**config.mk**
```make
export PLATFORM = sky130hd
export DESIGN_NAME = imufir_chan
export DESIGN_NICKNAME = d
export VERILOG_FILES = /design/src/hw/rtl/imufir_pkg.sv /design/src/hw/rtl/imufir_chan.sv
export SDC_FILE = /design/constraint.sdc
export NUM_CORES = 2
export LEC_CHECK = 0
export ABC_AREA = 0
export BUFFER_PORTS_ARGS = -buffer_cell sky130_fd_sc_hd__buf_2
export CAP_MARGIN = 20
export CORE_UTILIZATION = 45
export CTS_CLUSTER_SIZE = 40
export DETAILED_ROUTE_END_ITERATION = 7
export GPL_TIMING_DRIVEN = 0
export HOLD_SLACK_MARGIN = 0.05
export PLACE_DENSITY_LB_ADDON = 0.15
export SKIP_CTS_REPAIR_TIMING = 1
export SLEW_MARGIN = 20
export SYNTH_ARGS = -nofsm -noshare
export SYNTH_HDL_FRONTEND = slang
export SYNTH_SLANG_ARGS = --single-unit
```
**constraint.sdc**
```tcl
create_clock -name clk -period 10.35 [get_ports clk]
set_input_delay 1.035 -clock clk [delete_from_list [all_inputs] [get_ports clk]]
set_output_delay 1.035 -clock clk [all_outputs]
set_load 0.01 [all_outputs]
```
**src/hw/rtl/imufir_pkg.sv**
```systemverilog
// ----------------------------------------------------------------------------
// imufir_pkg: shared constants for the inertial low-pass FIR
// Input kind codes, fixed-point format and the two coefficient sets.
// ----------------------------------------------------------------------------
package imufir_pkg;

  // Input kind codes.
  localparam logic [1:0] KIND_ACCEL   = 2'd0;
  localparam logic [1:0] KIND_GYRO    = 2'd1;
  localparam logic [1:0] KIND_RESTART = 2'd2;

  // Output channel codes.
  localparam logic CHAN_ACCEL = 1'b0;
  localparam logic CHAN_GYRO  = 1'b1;

  // Coefficients are Q.16 values; distances beyond the table use zero.
  localparam int COEF_COUNT = 7;
  localparam int COEF_IDX_W = 3;
  localparam int COEF_W     = 17;
  localparam int FRAC_BITS  = 16;

  localparam logic signed [COEF_W-1:0] ACCEL_COEF [COEF_COUNT] = '{
    17'sd5621, 17'sd5576, 17'sd5445, 17'sd5231, 17'sd4941, 17'sd4587, 17'sd4178
  };

  localparam logic signed [COEF_W-1:0] GYRO_COEF [COEF_COUNT] = '{
    17'sd31163, 17'sd19844, 17'sd61, -17'sd6526, -17'sd59, 17'sd3810, 17'sd57
  };

  // Coefficient for one channel at a given distance from the center tap.
  function automatic logic signed [COEF_W-1:0] coef_lookup(
    input logic                  chan,
    input logic [COEF_IDX_W-1:0] span
  );
    logic signed [COEF_W-1:0] c;
    c = '0;
    if (span < COEF_IDX_W'(COEF_COUNT)) begin
      if (chan == CHAN_GYRO) begin
        c = GYRO_COEF[span];
      end else begin
        c = ACCEL_COEF[span];
      end
    end
    return c;
  endfunction

endpackage

```
**src/hw/rtl/imufir_chan.sv**
```systemverilog
// ----------------------------------------------------------------------------
// imufir_chan: sample history and warm-up count of one sensor channel
// Holds the last TAPS-1 samples of three axes as a shift line and forms the
// symmetric pair sums of the window that ends with the incoming sample.
// ----------------------------------------------------------------------------
module imufir_chan #(
  parameter int TAPS        = 13,
  parameter int SAMPLE_BITS = 16,
  parameter int NDIST       = 7
) (
  input  logic                                clk,
  input  logic                                rst_n,
  input  logic                                load,
  input  logic                                restart,
  input  logic [2:0][SAMPLE_BITS-1:0]         cur,
  output logic                                emit,
  output logic [2:0][NDIST-1:0][SAMPLE_BITS:0] pairs
);
  import imufir_pkg::*;

  localparam int HIST_LEN = TAPS - 1;
  localparam int CENTRE   = TAPS / 2;
  localparam int WARM_W   = $clog2(CENTRE + 1);

  logic [WARM_W-1:0]      warm_r;
  logic [WARM_W-1:0]      warm_nxt;
  logic [SAMPLE_BITS-1:0] hist_r   [HIST_LEN][3];
  logic [SAMPLE_BITS-1:0] hist_nxt [HIST_LEN][3];
  logic [SAMPLE_BITS-1:0] win      [TAPS][3];
  logic                   fill;

  assign fill = (warm_r == '0);
  assign emit = (warm_r == WARM_W'(CENTRE));

  // Warm-up count saturates at the center index; restart clears it.
  always_comb begin
    warm_nxt = warm_r;
    if (restart) begin
      warm_nxt = '0;
    end else if (load && !emit) begin
      warm_nxt = warm_r + 1'b1;
    end
  end

  always_ff @(posedge clk) begin
    if (!rst_n) begin
      warm_r <= '0;
    end else begin
      warm_r <= warm_nxt;
    end
  end

  // Filter window: history (or copies of the sample on the first one) plus
  // the incoming sample at the newest tap.
  always_comb begin
    for (int k = 0; k < HIST_LEN; k++) begin
      for (int a = 0; a < 3; a++) begin
        win[k][a] = fill ? cur[a] : hist_r[k][a];
      end
    end
    for (int a = 0; a < 3; a++) begin
      win[TAPS-1][a] = cur[a];
    end
  end

  // History shift: each entry takes its newer neighbor, the newest takes
  // the sample; on the first sample every entry takes the sample.
  for (genvar k = 0; k < HIST_LEN; k++) begin : g_hist
    for (genvar a = 0; a < 3; a++) begin : g_axis
      if (k == HIST_LEN - 1) begin : g_last
        assign hist_nxt[k][a] = cur[a];
      end else begin : g_mid
        assign hist_nxt[k][a] = fill ? cur[a] : hist_r[k+1][a];
      end
    end
  end

  always_ff @(posedge clk) begin
    if (load) begin
      hist_r <= hist_nxt;
    end
  end

  // Pair sums: taps at equal distance from the center share a coefficient.
  for (genvar a = 0; a < 3; a++) begin : g_pair_axis
    for (genvar d = 0; d < NDIST; d++) begin : g_pair
      logic [SAMPLE_BITS-1:0] lo;
      assign lo = win[CENTRE-d][a];
      if (d == 0) begin : g_center
        assign pairs[a][d] = {lo[SAMPLE_BITS-1], lo};
      end else if (CENTRE + d <= TAPS - 1) begin : g_both
        logic [SAMPLE_BITS-1:0] hi;
        assign hi = win[CENTRE+d][a];
        assign pairs[a][d] = {lo[SAMPLE_BITS-1], lo} + {hi[SAMPLE_BITS-1], hi};
      end else begin : g_one
        assign pairs[a][d] = {lo[SAMPLE_BITS-1], lo};
      end
    end
  end

endmodule

```
== Word-level counts from Yosys, hierarchy flattened ==
Index checks and enable logic that the tools add are counted.

* Flip-flop bits (word level): 579
* Input port bits: 52
* Word-level logic and storage cells: 98
* Output and inout port bits: 358

* Reductions and logical operators: 4
* Bitwise operators: 1
* Mux-type cells: 36
* Equality and inequality tests: 1
* Add/subtract/negate cells: 19

{| class="wikitable"
|+ Operator list
! cell !! number
|-
| 16-bit two-way mux || 36
|-
| 16-bit by 16-bit adder with 17-bit output || 18
|-
| 3-bit by 1-bit adder with 3-bit output (second input constant) || 1
|-
| 3-bit equality test (second input constant) || 1
|-
| 3-bit logical NOT || 1
|-
| 2-bit OR reduction || 1
|-
| 1-bit logical AND || 1
|-
| 1-bit logical NOT || 1
|-
| 1-bit NOT || 1
|}

== Logic depth before layout (Yosys ltp) ==
* Word-level depth: 3
* Depth in mapped cells: 18
* Gate-level depth less buffers: 15

== Worst setup path before layout ==
No wires, ideal clock.

* Path type: register to output
* Start point: reg warm_r[0]
* End point: out pairs[82] (netlist name)
* Data required time: 9315 ps
* Buffers on the path: 3
* Data arrival time: 3618 ps
* Slack: 5697 ps
* Cell stages (with the launch flop): 19
* Path through: dfxtp_1 -> inv_1 -> ha_1 -> nor2b_1 -> clkbuf_1 -> clkbuf_1 -> nand2_1 -> clkbuf_1 -> nand2_1 -> ha_1 -> inv_1 -> fa_1 -> nor2b_1 -> o21ai_0 -> a21boi_0 -> o31a_1 -> o2111ai_1 -> and2_1 -> a211oi_1

{| class="wikitable"
|+ RTL lines
! element !! RTL line !! RTL
|-
| start: declaration || imufir_chan.sv:25 || <nowiki>logic [WARM_W-1:0] warm_r;</nowiki>
|-
| start signal: assignment || imufir_chan.sv:49 || <nowiki>warm_r <= warm_nxt;</nowiki>
|-
| end: declaration || imufir_chan.sv:17 || <nowiki>output logic [2:0][NDIST-1:0][SAMPLE_BITS:0] pairs</nowiki>
|}

==> results.sh <==
export IMPL_grt_pass1_vias=26600
export IMPL_synthFlopType="edfxtp_1"
export IMPL_synth_edf_count=576
export IMPL_status="completed"
export IMPL_regArea_sq_um=17400
export IMPL_fin_nets=4461
export IMPL_powerDensity_nw_per_um2=199
export IMPL_max_freq_ghz=0.132
export IMPL_synth_net_count=3976
export IMPL_maxSlewHeadroom_pct=21.7
export IMPL_crit_top_cell="clkbuf_1"
export IMPL_top_usage_layer="met2"
export IMPL_grt_overflow=0
export IMPL_postLayoutCoreUtil_pct=52.7
export IMPL_async_flop_share_pct=0
export IMPL_dp_cells=5070
export IMPL_slew_viol_final=0
export IMPL_path_class="reg -> out"
export IMPL_yosysWarnings=0
export IMPL_rows=102
export IMPL_drive_above_1_share_pct=13.2
export IMPL_critPathLaunchType="register"
export IMPL_p_total_mw=8.12
export IMPL_cts_inserted_buffers=68
export IMPL_crit_arrival_ns=6.52
export IMPL_tritoncts="yes"
export IMPL_syn_to_final_growth_pct=16.0
export IMPL_routed_via_density=5.61
export IMPL_final_common_cell="nand2_1"
export IMPL_start_util_pct=45.4
export IMPL_hpwl_mm=91.5
export IMPL_use_met1_pct=43.2
export IMPL_avgRoutedWirePerCell_microns=23.0
export IMPL_grt_util_met3_pct=4.23
export IMPL_slowest_delay_ns=0.80
export IMPL_final_cells=5188
export IMPL_fin_skew_ns=0.0187
export IMPL_cp_cell_sequence="inv_1 -> ha_1 -> nor2b_1 -> clkbuf_1 -> clkbuf_1 -> nand2_1 -> clkbuf_1 -> nand2_1 -> ha_1 -> inv_1 -> fa_1 -> nor2b_1 -> o21bai_1 -> a21o_1 -> a21oi_1 -> a311oi_1 -> o21bai_1 -> xor2_1 -> buf_2"
export IMPL_ant_nets=0
export IMPL_vdd_drop_max_uv=105
export IMPL_grt_use_met2_pct=45.4
export IMPL_die_h_microns=281
export IMPL_required_ns=9.32
export IMPL_p_leak_nw=18.0
export IMPL_route_detailed_drc=0
export IMPL_path_max_fanout=10
export IMPL_core_area_sq_um=77300
export IMPL_rsz0062_at_grt="false"
export IMPL_grt_max_degree=101
export IMPL_die_w_microns=281
export IMPL_avgSynthCellArea_sq_um=9.71
export IMPL_clk_path_buf_depth=3
export IMPL_grt_antenna_before_repair=10
export IMPL_syn_cell_area_sq_um=35100
export IMPL_crit_slowest_cell="clkbuf_1"
export IMPL_fin_setup_tns_ns=0
export IMPL_clkTransAtPathRegs_ns=0.06
export IMPL_hold_viol=0
export IMPL_synth_distinct_cells=67
export IMPL_fillerInstances=7244
export IMPL_end_kind="output port"
export IMPL_path_delay_family="buffers and inverters"
export IMPL_holdCritPathClass="reg -> reg"
export IMPL_worst_path_buf_inv=6
export IMPL_post_place_ws_ns=3.58
export IMPL_synth_seq_cells=579
export IMPL_drtPass1Iterations=6
export IMPL_drt_initial_drc_count=3086
export IMPL_synthCells=3615
export IMPL_port_buffers=409
export IMPL_vias=29100
export IMPL_cap_violations=0
export IMPL_worst_slack_ns=2.80
export IMPL_cts_root_buf="clkbuf_16"
export IMPL_multiInputGateArea_sq_um=16800
export IMPL_clkLatencyLatePin_ns=0.61
export IMPL_post_route_period_util_pct=73.0
export IMPL_yosysSeqAreaShare_pct=49.4
export IMPL_rrSetupSlack_ns=6.91
export IMPL_grt_first_pass_wirelength_mm=171
export IMPL_place_congestion=0.955
export IMPL_grt_use_total_pct=29.6
export IMPL_dieArea_sq_um=79200
export IMPL_wl_mm=119
export IMPL_htree_levels=3
export IMPL_io_pins=410
export IMPL_final_cell_mix="1252 x nand2_1, 576 x edfxtp_1, 408 x buf_2, 291 x ha_1, 185 x a21oi_1"
export IMPL_finalSetupViolations=0
export IMPL_cts_sinks=579
export IMPL_worstMarginPinSlew_ns=1.17
export IMPL_min_period_ns=7.55
-- kinds of logic (layout without fill, tap and decap cells) --
group                      Yosys count  count (layout)  share of synthesized area, %
buffers and inverters              251             781                          2.72
xor gates and xnor gates           217             217                          5.41
muxes                                9               9                         0.260
AOI/OAI and AO/OA                  634             634                          12.1
and+or+nand+nor                   1616            1616                          18.7
DFF                                579             579                          49.4
adders and majority gates          309             309                          11.4
other                                0               3                             0
-- flip-flops by register name, indices dropped and copies added, names as in the netlist --
name,count
warm_r,3
hist_r,576
-- routing by layer --
layer | wire (microns) | up-vias | share of wire, %
met3 | 9350 | 173 | 7.8
li1 | - | 13700 | -
met5 | 29 | - | 0.024
met1 | 53600 | 14000 | 45
met4 | 3520 | 6 | 3.0
met2 | 52800 | 1198 | 44
-- worst reg2reg max path, stage by stage (launching register included) --
cell and delay [ns]:
dfxtp_1 0.37, inv_1 0.08, ha_1 0.20, nand2b_1 0.27, clkbuf_1 0.60, clkbuf_1 0.37
clkbuf_1 0.88, nand2_1 0.30, nand2_1 0.20
-- cells in the mapped netlist, drive strengths merged (29+ instances only) --
cell	count	area share (%)
o21ai	87	1.2
clkbuf	120	1.3
nor2b	48	0.86
edfxtp	576	49
a21o	106	2.3
xnor2	166	4.1
nand3	33	0.47
a21oi	190	2.8
ha	291	10
xor2	51	1.3
nand2	1252	13
nor2	147	1.6
inv	128	1.4
o21a	45	0.96
nor3	29	0.41
-- metrics by stage --
| stage | cell area [sq um] | hold slack (ns) |
|---|---|---|
| after detailed placement | 38600 | 0.524 |
| final | 40700 | 0.538 |
| after global placement | 38500 | 0.518 |
| after global routing | 40700 | 0.561 |
| after CTS | 40700 | 0.532 |
| after floorplan | 35100 | 0.506 |
-- path summary, 6_finish.rpt --
check / endpoint / start / cells after the start
worst min-delay path: hist_r[320]$_DFFE_PP_ / hist_r[272]$_DFFE_PP_ / 2
worst max register to register: hist_r[524]$_DFFE_PP_ / warm_r[0]$_SDFFE_PP0P_ / 8
worst min register to register: hist_r[320]$_DFFE_PP_ / hist_r[272]$_DFFE_PP_ / 2
worst max-delay path: pairs[303] / warm_r[0]$_SDFFE_PP0P_ / 19
-- layout make-up --
class | instances | share of cell area, %
Antenna cell | 3 | 0.0184
Buffer | 123 | 1.18
Clock buffer | 83 | 4.47
Clock inverter | 32 | 0.630
Inverter | 128 | 1.18
Multi-Input combinational cell | 2785 | 41.3
Sequential cell | 579 | 42.6
Tap cell | 1040 | 3.19
Timing Repair Buffer | 415 | 5.46
-- report_power, final --
part | internal (mW) | switching (mW)
Sequential | 2.81 | 0.0488
Combinational | 1.06 | 1.86
Clock | 1.34 | 0.995
Total | 5.21 | 2.90
(Power assumes the default switching activity.)
